===== src/rtl/sms_pkg.sv =====
// Package for the stable merge sorter: payload structs, command codes, FSM states.
// Used by every module of the block; it depends on nothing else.
package sms_pkg;

	localparam int MAX_RECORDS_DEF = 64;
	localparam int KEY_BITS_DEF    = 32;
	localparam int QUEUE_DEPTH     = 4;

	// Configuration register indexes.
	localparam logic [1:0] CFG_DESCENDING = 2'd0;
	localparam logic [1:0] CFG_SIGNED     = 2'd1;

	typedef struct packed {
		logic [31:0] item_key;
		logic [31:0] item_payload;
		logic        item_last;
	} in_item_t;

	typedef struct packed {
		logic [31:0] sorted_key;
		logic [31:0] sorted_payload;
		logic        sorted_last;
		logic        batch_overflowed;
	} out_item_t;

	typedef struct packed {
		logic [31:0] key;
		logic [31:0] payload;
	} record_t;

	typedef enum logic [1:0] {
		CMD_STORE,
		CMD_STORE_LAST,
		CMD_END
	} cmd_kind_t;

	typedef struct packed {
		cmd_kind_t kind;
		logic      ovf;
		record_t   rec;
	} cmd_t;

	typedef struct packed {
		logic full;
		logic empty;
	} q_stat_t;

	typedef struct packed {
		logic descending_order;
		logic signed_keys;
	} cfg_t;

	typedef enum logic [2:0] {
		BK_LOAD,
		BK_BLOCK,
		BK_READ,
		BK_MERGE,
		BK_EMIT
	} back_state_t;

endpackage


===== src/rtl/sms_queue.sv =====
// Short command queue between the front and back ends of the sorter.
// Depends on sms_pkg for the command type.
module sms_queue import sms_pkg::*; #(
	parameter int DEPTH = QUEUE_DEPTH
) (
	input  logic    clk,
	input  logic    arst_n,
	input  logic    push,
	input  cmd_t    push_cmd,
	input  logic    pop,
	output cmd_t    head,
	output q_stat_t stat
);

	localparam int PW = (DEPTH > 1) ? $clog2(DEPTH) : 1;
	localparam int NW = $clog2(DEPTH + 1);

	cmd_t          entry_q [DEPTH];
	logic [PW-1:0] wr_ptr_q;
	logic [PW-1:0] rd_ptr_q;
	logic [NW-1:0] fill_q;

	assign head       = entry_q[rd_ptr_q];
	assign stat.full  = fill_q == NW'(DEPTH);
	assign stat.empty = fill_q == '0;

	always_ff @(posedge clk) begin
		if (push) begin
			entry_q[wr_ptr_q] <= push_cmd;
		end
	end

	always_ff @(posedge clk or negedge arst_n) begin
		if (!arst_n) begin
			wr_ptr_q <= '0;
			rd_ptr_q <= '0;
			fill_q   <= '0;
		end else begin
			if (push) begin
				wr_ptr_q <= (wr_ptr_q == PW'(DEPTH - 1)) ? '0 : wr_ptr_q + 1'b1;
			end
			if (pop) begin
				rd_ptr_q <= (rd_ptr_q == PW'(DEPTH - 1)) ? '0 : rd_ptr_q + 1'b1;
			end
			if (push && !pop) begin
				fill_q <= fill_q + 1'b1;
			end else if (pop && !push) begin
				fill_q <= fill_q - 1'b1;
			end
		end
	end

endmodule


===== config.mk =====
export PLATFORM = sky130hd
export DESIGN_NAME = sms_queue
export DESIGN_NICKNAME = d
export VERILOG_FILES = /design/src/rtl/sms_pkg.sv /design/src/rtl/sms_queue.sv
export SDC_FILE = /design/constraint.sdc
export NUM_CORES = 1
export LEC_CHECK = 0
export BUFFER_PORTS_ARGS = -buffer_cell sky130_fd_sc_hd__buf_2
export CAP_MARGIN = 20
export CORE_ASPECT_RATIO = 1.25
export CORE_MARGIN = 1
export CORE_UTILIZATION = 40
export DETAILED_ROUTE_END_ITERATION = 7
export SYNTH_ARGS = -nofsm -noshare
export SYNTH_HDL_FRONTEND = slang
export SYNTH_SLANG_ARGS = --single-unit

===== constraint.sdc =====
create_clock -name clk -period 4.95 [get_ports clk]
set_input_delay 0.495 -clock clk [delete_from_list [all_inputs] [get_ports clk]]
set_output_delay 0.495 -clock clk [all_outputs]
set_load 0.05 [all_outputs]

=== Word level (Yosys, flattened, before mapping) ===
Memory sizes are Yosys's and may differ from the RTL's.
Index checks and enable logic that the tools add are counted.

* Reduce and logical (&&, ||, !) cells: 6
* Add/sub/neg operators: 4
* Equality and inequality tests: 3
* Multiplexer cells: 6

{| class="wikitable"
|+ Operator list
! operator !! number
|-
| 2-to-1 mux 3 bit || 2
|-
| adder 2 x 1 -> 2 bit, second input constant || 2
|-
| equality test 2 bit, second input constant || 2
|-
| 2-to-1 mux 2 bit || 2
|-
| adder 3 x 1 -> 3 bit, second input constant || 1
|-
| equality test 3 bit, second input constant || 1
|-
| zero test 3 bit || 1
|-
| subtractor 3 x 1 -> 3 bit, second input constant || 1
|-
| logical AND 1 bit || 2
|-
| zero test 1 bit || 2
|-
| 2-to-1 mux 1 bit || 2
|-
| nonzero test 2 bit || 1
|}

* Bits of input ports: 71
* Memories: 1
* Word-level logic and storage cells: 23
* Flip-flop bits (word level): 7
* Output and inout port bits: 69
* Memory bits (writable): 268

{| class="wikitable"
|+ Memories
! memory !! depth !! width !! rd ports !! clocked after Yosys merged registers in !! wr ports !! line !! RTL
|-
| entry_q || 4 || 67 || 1 || 0 || 1 || sms_queue.sv:18 || <nowiki>cmd_t entry_q [DEPTH];</nowiki>
|}

=== Depth between registers and ports, before layout ===
* Depth in word-level cells: 4
* Depth in mapped cells: 7
* Depth with buffers taken out: 7

=== Worst setup path after synthesis ===
OpenSTA, ideal clock, no wires.

* Kind: register -> register
* Start: reg wr_ptr_q[0]
* End: mem entry_q[0][0] (netlist name), enable pin
* Buffers on the path: 0
* Library setup time: 0.432 ns
* Data required time: 4.518 ns
* Cell stages (with the launch flop): 4
* Setup slack: 2.322 ns
* Data arrival time: 2.196 ns
* Clock period less this slack: 2.628 ns
* Cells stage by stage: dfrtp_1 -> inv_1 -> ha_1 -> and2_1

{| class="wikitable"
|+ RTL lines
! item !! line !! RTL
|-
| from (decl) || sms_queue.sv:19 || <nowiki>logic [PW-1:0] wr_ptr_q;</nowiki>
|-
| from (signal assigned) || sms_queue.sv:40 || <nowiki>wr_ptr_q <= (wr_ptr_q == PW'(DEPTH - 1)) ? '0 : wr_ptr_q + 1'b1;</nowiki>
|-
| to (decl) || sms_queue.sv:18 ||
|}

Straight into the memory's write port.

==> flow_summary.toml <==
[run_status]
run_status = "complete, no violations"

[clock_tree]
cts_tree = "done"
cts_buffers = 26
clkLatencyLatePin_ps = 510
h-tree-depth = 1
clk_path_buf_depth = 3
cts.reportedPaths.clkPinSlew_ps = 60
cts.sinks = 275
cts_root_buf = "clkbuf_16"
post_cts_resized = 0

[critical_path]
regToRegEndpoint = "entry_q[0][56]$_DFFE_PP_"
cp_max_fo = 45
cp.arrival_ps = 2800
crit_type = "reg2out"
end_kind = "primary output"
worstSetupStartpoint = "rd_ptr_q[0]$_DFFE_PN0P_"
rrSetupSlack_ps = 3010
r2r_cells = 3
crit_end = "head[66]"
rr_startpoint = "wr_ptr_q[0]$_DFFE_PN0P_"
required_ps = 4450
startpoint_type = "flop"

[logic_synthesis]
ys_types = 20
ys_seq_elements = 275
ys_seq_area_share_pct = 81.5
netlist_area_um2 = 10100
yosysWarnings = 0
syn-num-nets = 466
synth.avg_cell_area_um2 = 26.0
syn_inst = 388

[placed_design]
gp_congestion = 0.722
hpwl_um = 10700
dp.cells = 843
portBuffers = 139

[grt]
antenna_found_initial = 2
grtUsageTotal_pct = 14.7
first_global_vias = 5051
grt_start_max_net_pins = 70
grt-ovfl-total = 0
grt_pass1_wl_um = 28200

[timing]
timing.slew.headroom_pct = 30.2
tightestPinTransition_ps = 1050
final_hold_viol_count = 0
rsz0062_at_grt = "false"
max_freq_mhz = 303
period_share_pct = 66.7
fin_tns_setup_ps = 0
finClkSkew_ps = 9.38
finalSetupViolCount = 0
drv_slew = 0
finalCriticalPeriod_ps = 3300

[detailed_routing]
avgViaCountPerCell = 4.96
drtIter0Drc = 216
vias = 4433
wirelength_um = 18400
drt_pre_antenna_iters = 4
drtAntennaViolNets = 0
drc = 0
drt-wirelength-per-cell_um = 20.5

[die]
rows = 64
initial_core_util_pct = 40.9
dieArea_um2 = 25900
core_region_area_um2 = 24700
die_w_um = 144
die_h_um = 180
io_pins = 140

[job]
cap_viol_max_count = 0

[pwr]
p_leak_nw = 4.10
peakVddDrop_uv = 342
powerDensity_nw_per_um2 = 669

[cells_and_area]
final_cells = 894
final_nets = 622
layout-area-overhead-vs-synth_pct = 19.3
drive_above_1_share_pct = 45.6

[worst_hold_path]
hold_path.class = "in2reg"
## routing by layer
metal	routed length [um]	track usage (%)
met5	0	0
met4	619	5.53
met3	812	2.24
met2	10000	27.2
met1	6890	16.9
## critical path: stages, from the launching register on
cell     delay, ps
dfrtp_4       1030
buf_4          460
mux4_2         550
buf_2          230
## registers in the layout (all words and copies together) (netlist names)
name,flops
entry_q,268
fill_q,3
rd_ptr_q,2
wr_ptr_q,2
## logic make-up (layout without fill, tap and decap cells)
kind of cell,count (synthesis),after routing,synth area share (%)
xor+xnor,3,3,0.260
other cells,0,2,0
fa+ha+maj,7,7,0.942
simple gates,11,11,0.558
flops,275,275,81.5
mux,70,70,15.3
buf+inv,20,194,1.39
compound gates,2,2,0.0992
## cell usage after synthesis (all sizes together)
cell type    n  area (um2)
xor2         2        17.5
nor2         3        11.3
fa           1        20.0
nor3         1        5.00
buf         13         114
nand2        2        7.51
nor3b        1        7.51
inv          4        15.0
dfrtp        7         175
mux2         3        33.8
and2         4        25.0
edfxtp     268        8050
o21ai        2        10.0
xnor2        1        8.76
mux4        67        1510
clkbuf       3        11.3
ha           6        75.1
## layout by cell type (no fill, tap or decap), types with 3 or more instances in the layout
master     count
edfxtp_1     268
clkinv_1       4
buf_2        139
ha_1           6
inv_1          4
clkbuf_16     27
mux2_2         3
dfrtp_1        5
mux4_2        67
nor2_1         3
and2_4         4
bufinv_16      4
clkinv_2       6
clkbuf_1       5
## power by group
part | internal [W] | switching (W) | leakage [nW] | total [W]
combinational | 0.000889 | 0.00187 | 1.13 | 0.00276
clock | 0.00120 | 0.000789 | 0.425 | 0.00199
sequential | 0.00299 | 0.000321 | 2.54 | 0.00331
total | 0.00508 | 0.00298 | 4.10 | 0.00806
## worst min path at each step
stage,from,end,slack (ps),cells after the start
global route,push_cmd[26],entry_q[2][26]$_DFFE_PP_,170,1
finish,push_cmd[27],entry_q[0][27]$_DFFE_PP_,190,1
floorplan,arst_n,fill_q[0]$_DFFE_PN0P_,200,0
CTS,push_cmd[27],entry_q[1][27]$_DFFE_PP_,160,1
global placement,arst_n,fill_q[1]$_DFFE_PN0P_,330,1
detailed placement,arst_n,fill_q[2]$_DFFE_PN0P_,340,1
## repair_timing
item                                    in CTS  in global routing
setup buffers                                0                  0
endpoints found under the hold margin        7                  0
hold buffers                                 1                  0
endpoints found under the setup margin       0                  0
## cell type report
| type | instances | area [um2] |
|---|---|---|
| fill | 2085 | 12600 |
| clock inverter | 14 | 165 |
| inverter | 4 | 15.0 |
| clock buffer | 32 | 694 |
| multi-input combinational | 93 | 1740 |
| timing repair buffer | 144 | 776 |
| tap | 330 | 413 |
| sequential | 275 | 8230 |
| antenna | 2 | 5.00 |
## through the flow
step / cell area, um2 / worst slack [ps] / utilization, % / hold WS [ps] / total power, W
6_report: 12000 / 1650 / 48.8 / 189 / 0.00806
5_1_grt: 12000 / 1420 / 48.8 / 169 / 0.00840
2_1_floorplan: 10100 / 2320 / - / 199 / 0.00557
3_5_place_dp: 11100 / 2090 / 45.0 / 340 / 0.00617
4_1_cts: 12000 / 1530 / 48.6 / 163 / 0.00817
3_3_place_gp: 11100 / 2130 / 45.0 / 330 / 0.00613
(Power assumes the default switching activity.)
