### config.mk
export PLATFORM = sky130hd
export DESIGN_NAME = sms_front
export DESIGN_NICKNAME = d
export VERILOG_FILES = /design/src/rtl/sms_pkg.sv /design/src/rtl/sms_front.sv
export SDC_FILE = /design/constraint.sdc
export NUM_CORES = 1
export LEC_CHECK = 0
export BUFFER_PORTS_ARGS = -buffer_cell sky130_fd_sc_hd__buf_2
export CAP_MARGIN = 40
export CORE_MARGIN = 8
export CORE_UTILIZATION = 27
export DETAILED_ROUTE_END_ITERATION = 8
export PLACE_DENSITY = 0.84
export SKIP_LAST_GASP = 1
export SYNTH_ARGS = -nofsm -noshare
export SYNTH_HDL_FRONTEND = slang
export SYNTH_SLANG_ARGS = --single-unit
### constraint.sdc
create_clock -name clk -period 1.5 [get_ports clk]
set_input_delay 0.15 -clock clk [delete_from_list [all_inputs] [get_ports clk]]
set_output_delay 0.15 -clock clk [all_outputs]
set_load 0.02 [all_outputs]
### src/rtl/sms_pkg.sv
// Package for the stable merge sorter: payload structs, command codes, FSM states.
// Used by every module of the block; it depends on nothing else.
package sms_pkg;

	localparam int MAX_RECORDS_DEF = 64;
	localparam int KEY_BITS_DEF    = 32;
	localparam int QUEUE_DEPTH     = 4;

	// Configuration register indexes.
	localparam logic [1:0] CFG_DESCENDING = 2'd0;
	localparam logic [1:0] CFG_SIGNED     = 2'd1;

	typedef struct packed {
		logic [31:0] item_key;
		logic [31:0] item_payload;
		logic        item_last;
	} in_item_t;

	typedef struct packed {
		logic [31:0] sorted_key;
		logic [31:0] sorted_payload;
		logic        sorted_last;
		logic        batch_overflowed;
	} out_item_t;

	typedef struct packed {
		logic [31:0] key;
		logic [31:0] payload;
	} record_t;

	typedef enum logic [1:0] {
		CMD_STORE,
		CMD_STORE_LAST,
		CMD_END
	} cmd_kind_t;

	typedef struct packed {
		cmd_kind_t kind;
		logic      ovf;
		record_t   rec;
	} cmd_t;

	typedef struct packed {
		logic full;
		logic empty;
	} q_stat_t;

	typedef struct packed {
		logic descending_order;
		logic signed_keys;
	} cfg_t;

	typedef enum logic [2:0] {
		BK_LOAD,
		BK_BLOCK,
		BK_READ,
		BK_MERGE,
		BK_EMIT
	} back_state_t;

endpackage

### src/rtl/sms_front.sv
// Front end of the stable merge sorter: takes items, counts the batch and turns each
// item that fits, and the last, into a command for the back end. Depends on sms_pkg.
module sms_front import sms_pkg::*; #(
	parameter int MAX_RECORDS = MAX_RECORDS_DEF,
	parameter int KEY_BITS    = KEY_BITS_DEF
) (
	input  logic     clk,
	input  logic     arst_n,
	input  logic     start,
	input  in_item_t item,
	output logic     busy,
	input  q_stat_t  q_stat,
	input  logic     back_done,
	output logic     push,
	output cmd_t     cmd
);

	localparam int CW = $clog2(MAX_RECORDS + 1);
	localparam logic [31:0] KEY_MASK = 32'((64'd1 << KEY_BITS) - 64'd1);

	logic [CW-1:0] cnt_q;
	logic          ovf_q;
	logic          wait_q;
	logic          accept;
	logic          room;

	assign busy   = wait_q | q_stat.full;
	assign accept = start & ~busy;
	assign room   = cnt_q < CW'(MAX_RECORDS);
	assign push   = accept & (room | item.item_last);

	always_comb begin
		if (!room) begin
			cmd.kind = CMD_END;
		end else if (item.item_last) begin
			cmd.kind = CMD_STORE_LAST;
		end else begin
			cmd.kind = CMD_STORE;
		end
		cmd.ovf         = ovf_q | ~room;
		cmd.rec.key     = item.item_key & KEY_MASK;
		cmd.rec.payload = item.item_payload;
	end

	// The front holds off new items from the last transfer of a batch until
	// the back end has issued the read of the final record of the sorted batch.
	always_ff @(posedge clk or negedge arst_n) begin
		if (!arst_n) begin
			cnt_q  <= '0;
			ovf_q  <= 1'b0;
			wait_q <= 1'b0;
		end else begin
			if (accept) begin
				if (item.item_last) begin
					cnt_q  <= '0;
					ovf_q  <= 1'b0;
					wait_q <= 1'b1;
				end else if (room) begin
					cnt_q <= cnt_q + 1'b1;
				end else begin
					ovf_q <= 1'b1;
				end
			end
			if (back_done) begin
				wait_q <= 1'b0;
			end
		end
	end

endmodule

# ---- Word-level counts from Yosys, hierarchy flattened
# Cells that the tools add are included.
dict set report word_totals {
  regBits 9
  inputBits 71
}
dict set report classes {
  n_addsub 1
  n_lt_le_gt_ge 1
  eq_ne 1
  muxes 9
  bitwise_logic 7
  n_reduce_logical 6
}
# operator n
set ops {}
lappend ops {{7-bit 2-to-1 mux} 2}
lappend ops {{7-bit by 1-bit adder with 7-bit output, second input constant} 1}
lappend ops {{7-bit < comparator, second input constant} 1}
lappend ops {{1-bit 2-to-1 mux} 6}
lappend ops {{2-bit AND reduction} 3}
lappend ops {{2-bit nonzero test} 3}
lappend ops {{1-bit OR} 3}
lappend ops {{1-bit bitwise AND} 2}
lappend ops {{2-bit 2-to-1 mux} 1}
lappend ops {{2-bit inequality test, second input constant} 1}
lappend ops {{1-bit inverter} 2}

# ---- Longest topological paths before layout
dict set report depth {
  word_depth 5
  mapped_depth 4
}

# ---- Worst setup path before layout
# Ideal clock, no wire load.
dict set report synth_timing {
  path_kind {reg2reg}
  startpoint {register wait_q}
  endpoint {register cnt_q[0]}
  setup_ns 0.125
  arrival_time_ns 1.658
  required_ns 1.375
  path_slack_ns -0.283
  stages_incl_launch_ff 5
  period_less_slack_ns 1.783
  path_cell_list {dfrtp_1 or3b_4 buf_2 nor2_1 mux2_2}
}
dict set report synth_via {
  elab_chain_cells 4
}
# element line
set synth_rtl {}
lappend synth_rtl {{from (decl)} sms_front.sv:23} ;# logic wait_q;
lappend synth_rtl {{from (signal assigned)} sms_front.sv:51} ;# wait_q <= 1'b0;
lappend synth_rtl {{from (signal assigned)} sms_front.sv:57} ;# wait_q <= 1'b1;
lappend synth_rtl {{from (signal assigned)} sms_front.sv:65} ;# wait_q <= 1'b0;
lappend synth_rtl {{1-bit OR} sms_front.sv:27} ;# assign busy = wait_q | q_stat.full;
lappend synth_rtl {{1-bit inverter} sms_front.sv:28} ;# assign accept = start & ~busy;
lappend synth_rtl {{1-bit bitwise AND} sms_front.sv:28}
lappend synth_rtl {{2-bit AND reduction (no line)} --}
lappend synth_rtl {{to (signal assigned)} sms_front.sv:59} ;# cnt_q <= cnt_q + 1'b1;
lappend synth_rtl {{to (decl)} sms_front.sv:21} ;# logic [CW-1:0] cnt_q;
# Every way passes these cells.
# A chain may end at the register's enable or synchronous reset.

# ---- Final worst setup path
dict set report layout_timing {
  startpoint {register wait_q}
  endpoint {output push}
}
dict set report layout_via {
  elab_chain_cells 4
}
# element line
set layout_rtl {}
lappend layout_rtl {{1-bit OR} sms_front.sv:27}
lappend layout_rtl {{1-bit inverter} sms_front.sv:28}
lappend layout_rtl {{1-bit bitwise AND} sms_front.sv:28}
lappend layout_rtl {{1-bit bitwise AND} sms_front.sv:30} ;# assign push = accept & (room | item.item_last);
lappend layout_rtl {{to (decl)} sms_front.sv:14} ;# output logic push,
# Every way passes these cells.

==> impl_metrics.csv <==
group,metric,value,unit
die,io_pins,140,
sta,setup-violations-final,4,
drt,wl_met1,626,µm
pwr,p_clk_share,30.5,%
clocking,insertion_delay,0.26,ns
pwr,p_seq_share,48.6,%
pwr,netSwitchingFraction,28.1,%
synth,synth_edf_count,0,
hold_path,min_to,"wait_q",
hold_path,hp-start,"back_done",
synth,yosysUniqueCellTypes,26,
pwr,vdd_drop_max,0.000673,V
synth,synth.area.top_cells,"buf_4 50%, dfrtp_1 23%, o31ai_1 2.3%",
die,core,0.00358,mm²
placed_design,finalWeightedCongestion,0.753,
grt,antenna_found_initial,0,
critical_path,reg2reg_from,"wait_q",
placed_design,dpl_worst_slack,-0.0207,ns
synth,yosysTopAreaCell,"buf_4",
grt,grt_max_degree,10,
synth,synth_top_family_by_area,"buffers and inverters",
synth,synth_top_area_share,49.7,%
cells_and_area,fill_cells,404,
drt,first_pass_iters,4,
synth,yosysMostFrequentCell,"buf_4",
drt,top_layer,"met4",
job,drv_cap,0,
grt,globalRouteOverflowTotal,0,
sta,slew_violations,0,
critical_path,cp_max_fo,6,
die,std_cell_rows,22,
synth,synth-seq-cells,9,
synth,syn_nets,187,
synth,synth-async-reset-ratio,100,%
pwr,cellInternalPower,0.439,mW
critical_path,r2r_slack,-0.04,ns
critical_path,criticalPathCategory,"flop to output pin",
critical_path,worstPathRequired,1.35,ns
die,die_w,76.3,µm
drt,vias_per_cell,4.27,
clocking,htreeDepth,1,
cells_and_area,final_layout_size_suffix_gt1_share,40.0,%
sta,fin_crit,1.57,ns
synth,yosys.area_share.simple,15.4,%
drt,route.detailed.wl_per_inst,12.6,µm
clocking,numCtsBuffers,3,
sta,whs,0.0489,ns
synth,ys_seq_area_share,23.0,%
cells_and_area,layout.nets,143,
clocking,clkTransAtPathRegs,0.06,ns
drt,drt_iter0_markers,11,
sta,final.period_utilization,105,%
synth,synth-xor-area-share,0,%
hold_path,hold_path_class,"primary input to flop",
hold_path,hold_depth,2,
synth,syn_avg_cell_area,8.53,µm²
clocking,cts_num_sinks,9,
sta,hold_viol,0,
synth,syn-cell-area,981,µm²
sta,worst_slew_pin_slew,0.452,ns
pwr,p_total,0.610,mW
critical_path,crit_path_end_kind,"output pin",
synth,synth_ff_type,"dfrtp_1",
synth,synthTopCellsByCount,"65 x buf_4, 9 x dfrtp_1, 5 x nor2_1",
synth,synth-adder-area-share,1.28,%
sta,setup_ws,-0.0717,ns
clocking,tritoncts,"done",
drt,drc,0,
run_status,violations,"negative setup slack",
die,die_h,76.3,µm
drt,antenna_left,0,
synth,synthMuxAreaShare,2.17,%
pwr,pwr-share-comb,20.9,%
sta,fmax,0.636,GHz
placed_design,io_buffers,10,
die,die-area,0.00582,mm²
critical_path,cp.arrival,1.42,ns
clocking,clockBufferDepth,2,
die,start_util,27.4,%
pwr,cellPowerDensity,857,mW/mm²
sta,slew_headroom,69.8,%
synth,ys_warn_count,0,
sta,fin_skew,0.00208,ns
grt,grt_usage,5.09,%
critical_path,start_kind,"flop",
synth,synth_compound_area_share,6.76,%
cells_and_area,antenna_cells,0,
grt,grt_pass1_wl,2.45,mm
drt,finalWirelength,1.48,mm
pwr,p_switching,0.171,mW
clocking,clock-root-buffer,"clkbuf_4",
drt,num_vias,504,
run_status,outcome,"finished with violations",
critical_path,ff2ff_path_depth,5,
drt,dr_wl_met2,628,µm
sta,grt_setup_unrepaired,"yes",
grt,grt_pass1_vias,540,
synth,synth_cells,115,
cells_and_area,synthToLayoutAreaGrowth,-27.4,%
drt,wl_met3,177,µm
critical_path,timing.rr.end,"cnt_q[0]",
pwr,p_leak,0.309,nW
through the flow:
step | cell area [µm²] | TNS [ns] | std cells | utilization, %
2_1_floorplan | 998 | -0.00501 | 115 | -
3_3_place_gp | 636 | 0 | 110 | 17.8
3_5_place_dp | 636 | -0.0378 | 110 | 17.8
4_1_cts | 704 | -0.225 | 117 | 19.7
5_1_grt | 712 | -0.632 | 118 | 19.9
6_report | 712 | -0.192 | 118 | 19.9
final cells by class:
class | instances | area [µm²] | area share, %
multi-input combinational | 37 | 270 | 38.0
sequential | 9 | 225 | 31.6
timing repair buffer | 18 | 123 | 17.2
tap | 48 | 60.1 | 8.44
clock buffer | 4 | 26.3 | 3.69
inverter | 2 | 7.51 | 1.05
worst max-delay path: stages, from the launching register on:
cell and delay, ns:
dfrtp_1 0.38, or3b_4 0.42, buf_6 0.14, nor2_4 0.10, buf_6 0.13
kinds of logic (layout without fill, tap and decap cells):
kind of cell	Yosys count	in the layout
AOI/OAI and AO/OA	10	10
adders and majority gates	1	1
buffers and inverters	69	24
DFF	9	9
muxes	2	2
and+or+nand+nor	24	24
what timing repair did:
item / 4_1_cts / 5_1_grt
resized for setup: 5 / 0
hold endpoints to repair: 9 / 0
endpoints found under the setup margin: 3 / 8
hold buffers: 1 / 0
buffers inserted: 2 / 1
pin swaps: 6 / 3
power groups by stage:
stage	Sequential (mW)	Clock [mW]	Combinational, mW
2_1_floorplan	0.294	0	0.328
3_3_place_gp	0.299	0	0.110
3_5_place_dp	0.300	0	0.114
4_1_cts	0.296	0.199	0.126
5_1_grt	0.301	0.221	0.142
6_report	0.297	0.186	0.128
routing by layer:
layer	up-vias	GRT usage [%]
li1	227	-
met1	242	5.49
met2	21	7.03
met3	14	2.95
met4	0	4.23
met5	-	0
registers in the layout, summed over array words and instances, names as in the netlist:
name and count:
cnt_q 7, ovf_q 1, wait_q 1
placed cells by master, fill, tap and decap left out, drive strengths merged:
cell,n
mux2,1
dlygate4sd3,1
buf,17
o21a,2
o21ai,1
nor2,5
nand3,3
dfrtp,9
clkbuf,4
nor2b,2
or4,3
nor4,1
ha,1
mux2i,1
nand2b,1
nor3,1
nand4bb,1
o31ai,3
o41ai,1
or3b,1
nand2,2
inv,2
or2,2
and2,1
nor4bb,1
a21oi,3
worst max path at each step:
stage	startpoint	endpoint	cells past startpoint	slack, ns
floorplan	wait_q	cnt_q[0]	4	-0.005
global placement	wait_q	cnt_q[4]	3	0.006
finish	wait_q	push	4	-0.07
CTS	wait_q	push	4	-0.10
global route	wait_q	push	4	-0.15
detailed placement	wait_q	cnt_q[3]	3	-0.02
(Power assumes the default switching activity.)
